`config.mk`:
```
export PLATFORM = sky130hd
export DESIGN_NAME = rhsi_div
export DESIGN_NICKNAME = d
export VERILOG_FILES = /design/src/sv/rhsi_pkg.sv /design/src/sv/rhsi_div.sv
export SDC_FILE = /design/constraint.sdc
export NUM_CORES = 1
export LEC_CHECK = 0
export BUFFER_PORTS_ARGS = -buffer_cell sky130_fd_sc_hd__buf_2
export CAP_MARGIN = 20
export CORE_MARGIN = 1
export CORE_UTILIZATION = 45
export DETAILED_ROUTE_END_ITERATION = 12
export PLACE_DENSITY = 0.72
export SYNTH_ARGS = -nofsm -noshare
export SYNTH_HDL_FRONTEND = slang
export SYNTH_SLANG_ARGS = --single-unit
```
`constraint.sdc`:
```
create_clock -name i_clk -period 3.95 [get_ports i_clk]
set_input_delay 0.79 -clock i_clk [delete_from_list [all_inputs] [get_ports i_clk]]
set_output_delay 0.79 -clock i_clk [all_outputs]
set_load 0.05 [all_outputs]
```
`src/sv/rhsi_pkg.sv`:
```
// shared constants, types and the arctangent table for the rgb to hsi converter
// no dependencies
package rhsi_pkg;

    localparam int CORDIC_STEPS = 20;
    localparam int DIV_STEPS    = 13;
    localparam int XW           = 29;   // cordic x / y width, signed
    localparam int ZW           = 26;   // angle accumulator width, signed, degrees q16
    localparam int NW           = 23;   // saturation dividend width
    localparam int DW           = 11;   // saturation divisor width

    localparam logic [16:0] SQRT3_Q16   = 17'd113512;
    localparam logic [15:0] RECIP3_Q17  = 16'd43691;
    localparam logic signed [ZW-1:0] DEG90_Q16  = ZW'(5898240);
    localparam logic signed [ZW-1:0] DEG180_Q16 = ZW'(11796480);
    localparam logic [14:0] HUE_FULL    = 15'd23040;

    typedef struct packed {
        logic        gray;
        logic        b_gt_g;
        logic        black;
        logic [13:0] inten;
    } t_side;

    // atan(2^-i) in degrees, q16
    function automatic logic signed [ZW-1:0] atan_q16(input int idx);
        logic signed [ZW-1:0] v;
        case (idx)
            0:       v = ZW'(2949120);
            1:       v = ZW'(1740967);
            2:       v = ZW'(919879);
            3:       v = ZW'(466945);
            4:       v = ZW'(234379);
            5:       v = ZW'(117304);
            6:       v = ZW'(58666);
            7:       v = ZW'(29335);
            8:       v = ZW'(14668);
            9:       v = ZW'(7334);
            10:      v = ZW'(3667);
            11:      v = ZW'(1833);
            12:      v = ZW'(917);
            13:      v = ZW'(458);
            14:      v = ZW'(229);
            15:      v = ZW'(115);
            16:      v = ZW'(57);
            17:      v = ZW'(29);
            18:      v = ZW'(14);
            19:      v = ZW'(7);
            default: v = '0;
        endcase
        return v;
    endfunction

endpackage

```
`src/sv/rhsi_div.sv`:
```
// pipelined restoring divider for saturation, one quotient bit per stage
// depends on rhsi_pkg
module rhsi_div import rhsi_pkg::*; (
    input  logic                 i_clk,
    input  logic [NW-1:0]        i_num,
    input  logic [DW-1:0]        i_den,
    output logic [DIV_STEPS-1:0] o_quot
);

    logic [NW-1:0]        r_rem  [DIV_STEPS];
    logic [DW-1:0]        r_den  [DIV_STEPS];
    logic [DIV_STEPS-1:0] r_quot [DIV_STEPS];

    for (genvar j = 0; j < DIV_STEPS; j++) begin : g_step
        localparam int SH = DIV_STEPS - 1 - j;
        logic [NW-1:0]        rem_in;
        logic [DW-1:0]        den_in;
        logic [DIV_STEPS-1:0] q_in;
        logic [NW:0]          sub;

        if (j == 0) begin : g_first
            assign rem_in = i_num;
            assign den_in = i_den;
            assign q_in   = '0;
        end else begin : g_rest
            assign rem_in = r_rem[j-1];
            assign den_in = r_den[j-1];
            assign q_in   = r_quot[j-1];
        end

        assign sub = (NW+1)'(den_in) << SH;

        always_ff @(posedge i_clk) begin
            r_den[j] <= den_in;
            if ({1'b0, rem_in} >= sub) begin
                r_rem[j]  <= NW'({1'b0, rem_in} - sub);
                r_quot[j] <= q_in | (DIV_STEPS'(1) << SH);
            end else begin
                r_rem[j]  <= rem_in;
                r_quot[j] <= q_in;
            end
        end
    end

    assign o_quot = r_quot[DIV_STEPS-1];

endmodule

```
==> flow_metrics.env <==
export IMPL_clockBufferDepth=3
export IMPL_syn_inst=1951
export IMPL_layout_nets=2219
export IMPL_min_from="r_quot[0][86]$_DFF_P_"
export IMPL_yosys_warnings=0
export IMPL_drt_wl_total_mm=39.4
export IMPL_p_leak_nw=9.83
export IMPL_placed_cells=2562
export IMPL_antenna_found_initial=0
export IMPL_busiest_layer="met2"
export IMPL_max_freq_mhz=309
export IMPL_cts_resized=0
export IMPL_drtIter0Drc=619
export IMPL_irDropWorstVdd_uv=417
export IMPL_worst_r2r_setup_slack_ns=0.71
export IMPL_yosys_cell_types_count=86
export IMPL_cts_tree="built"
export IMPL_crit_arrival_ns=3.76
export IMPL_maxSlewViolCount=0
export IMPL_worstReg2RegEnd="r_rem[3][20]$_DFF_P_"
export IMPL_grt_pass1_wl_mm=65.4
export IMPL_synthTopCellsByCount="dfxtp_1 (499), inv_1 (187), ha_1 (143), nand2_1 (140), o21ai_0 (109)"
export IMPL_hold_end="r_quot[0][99]$_DFF_P_"
export IMPL_area_growth_pct=13.2
export IMPL_ant_nets=0
export IMPL_wl_per_cell_um=14.9
export IMPL_h_tree_depth=2
export IMPL_grt_max_degree=27
export IMPL_place_congestion=0.922
export IMPL_rsz0062_at_grt="false"
export IMPL_outcome="complete, no violations"
export IMPL_clk_latency_ns=0.58
export IMPL_core_area_mm2=0.0433
export IMPL_cts_clk_slew_worst_paths_ns=0.06
export IMPL_rr_startpoint="r_rem[2][29]$_DFF_P_"
export IMPL_vias=13543
export IMPL_met2_usage_pct=35.9
export IMPL_design_portCount=48
export IMPL_holdWs_ns=0.325
export IMPL_die_y_um=212
export IMPL_hp_class="reg2reg"
export IMPL_async_flop_share_pct=0
export IMPL_diodes=0
export IMPL_grt_overflow=0
export IMPL_endpoint_kind="flop"
export IMPL_final_area_mm2=0.0225
export IMPL_yosysMostFrequentCell="dfxtp_1"
export IMPL_multiInputGateArea_mm2=0.00895
export IMPL_slew_limit_headroom_pct=45.9
export IMPL_final_cells=2652
export IMPL_pre_cts_ws_ns=0.766
export IMPL_grt_pass1_vias=13943
export IMPL_hpwl_mm=30.2
export IMPL_numCtsBuffers=50
export IMPL_synth_seq_cells=499
export IMPL_netlist_area_leader_share_pct=50.4
export IMPL_fill_cells=3767
export IMPL_post_cts_buffers=0
export IMPL_grt_usage_pct=18.1
export IMPL_rr_worst_depth=10
export IMPL_min_period_over_period_pct=82.0
export IMPL_maxCapViolCount=0
export IMPL_ff_latch_area_mm2=0.00999
export IMPL_synth_edf_count=0
export IMPL_tns_ns=0
export IMPL_port_buffers=47
export IMPL_finalSetupViolCount=0
export IMPL_grt_use_met3_pct=3.38
export IMPL_synth_seq_area_share_pct=50.4
export IMPL_post_route_min_period_ns=3.24
export IMPL_final_hold_viol_count=0
export IMPL_die_area_mm2=0.0449
export IMPL_viasPerCell=5.11
export IMPL_placed_cell_area_mm2=0.0207
export IMPL_synth_top_cells_by_area="dfxtp_1 (50%), ha_1 (9.0%), xnor2_1 (3.8%), inv_1 (3.5%), o21ai_0 (2.8%)"
export IMPL_synth_area_mm2=0.0198
export IMPL_cts_sinks=499
export IMPL_required_ns=4.47
export IMPL_worst_clock_skew_ns=0.0139
export IMPL_power_density_mw_per_mm2=823
export IMPL_die_w_um=212
export IMPL_use_met1_pct=17.7
export IMPL_synth_top_area_cell="dfxtp_1"
export IMPL_syn_avg_cell_area_um2=10.2
export IMPL_worst_pin_slew_ns=0.811
export IMPL_hold_depth=0
export IMPL_drive_gt1_share_pct=10.4
export IMPL_drtPass1Iterations=7
export IMPL_root_buffer="clkbuf_16"
export IMPL_path_max_fanout=26
export IMPL_syn_num_nets=2141
export IMPL_drcViolationCount=0
export IMPL_startpoint_type="flop"
export IMPL_postCtsHoldBufs=0
export IMPL_layout_setup_ws_ns=0.712
export IMPL_start_util_pct=45.8
export IMPL_synthFlopType="dfxtp_1"
export IMPL_path_class="reg2reg"
export IMPL_fp_row_count=76
## layout make-up
class	instances	share of cell area (%)
tap	585	3.26
sequential	499	44.5
clock inverter	18	1.13
inverter	189	3.17
clock buffer	72	6.62
multi-input combinational	1230	39.9
timing repair buffer	59	1.45
## logic make-up after synthesis
group,Yosys count,synth area share (%)
multiplexers,52,2.89
XOR/XNOR,145,6.40
adder cells (fa/ha/maj),155,10.2
buffers and inverters,222,4.50
flip-flops,499,50.4
AND/OR/NAND/NOR,503,13.5
AO/OA/AOI/OAI,375,12.1
## cells in the final DEF (no fill, tap or decap), drive strengths merged, types with 25 or more instances in the layout
| cell | n |
|---|---|
| dfxtp | 499 |
| inv | 191 |
| ha | 143 |
| nand2 | 140 |
| o21ai | 112 |
| nor2 | 95 |
| a21oi | 94 |
| xnor2 | 86 |
| clkbuf | 72 |
| xor2 | 59 |
| buf | 59 |
| mux2 | 42 |
| nor3 | 42 |
| a21o | 37 |
| nor4 | 32 |
| o21a | 29 |
| nand3 | 28 |
| nand2b | 25 |
## through the flow
stage | total power [mW] | utilization, %
3_3_place_gp | 13.4 | 47.9
4_1_cts | 18.6 | 51.9
3_5_place_dp | 13.6 | 47.9
5_1_grt | 19.8 | 51.9
6_report | 18.5 | 51.9
2_1_floorplan | 12.2 | -
## worst max path at each step
stage,startpoint,end,slack (ns)
after global routing,r_den[1][17]$_DFF_P_,r_rem[3][22]$_DFF_P_,0.61
after CTS,r_rem[2][29]$_DFF_P_,r_rem[3][20]$_DFF_P_,0.75
after floorplan,i_den[4],r_rem[0][15]$_DFF_P_,0.97
after detailed placement,r_rem[2][29]$_DFF_P_,r_rem[3][20]$_DFF_P_,0.77
final,r_rem[2][29]$_DFF_P_,r_rem[3][20]$_DFF_P_,0.71
after global placement,r_rem[2][29]$_DFF_P_,r_rem[3][20]$_DFF_P_,0.83
## worst max-delay path, cell delays in order (launching register included)
cell     delay, ns
dfxtp_1       0.31
inv_1         0.05
ha_1          0.31
nor4b_1       0.26
buf_4         0.20
nand4_1       0.17
nor4_1        0.61
nor4b_1       0.12
and3_1        0.48
or4_1         0.59
nand2_1       0.06
## power breakdown
| group | switching, mW | total, mW | internal (mW) |
|---|---|---|---|
| Clock | 1.91 | 4.91 | 3.00 |
| Sequential | 0.857 | 7.27 | 6.42 |
| Combinational | 3.38 | 6.30 | 2.92 |
| Total | 6.15 | 18.5 | 12.3 |
## state kept, by name (all words and copies together), names as in the netlist
| signal | count |
|---|---|
| r_den | 132 |
| r_rem | 276 |
| r_quot | 91 |
## layer usage
metal	wire [um]	vias to the layer above
li1	-	6897
met1	15100	6328
met2	21400	218
met3	1290	100
met4	1640	0
met5	0	-
Power figures use the tool's default switching activity.
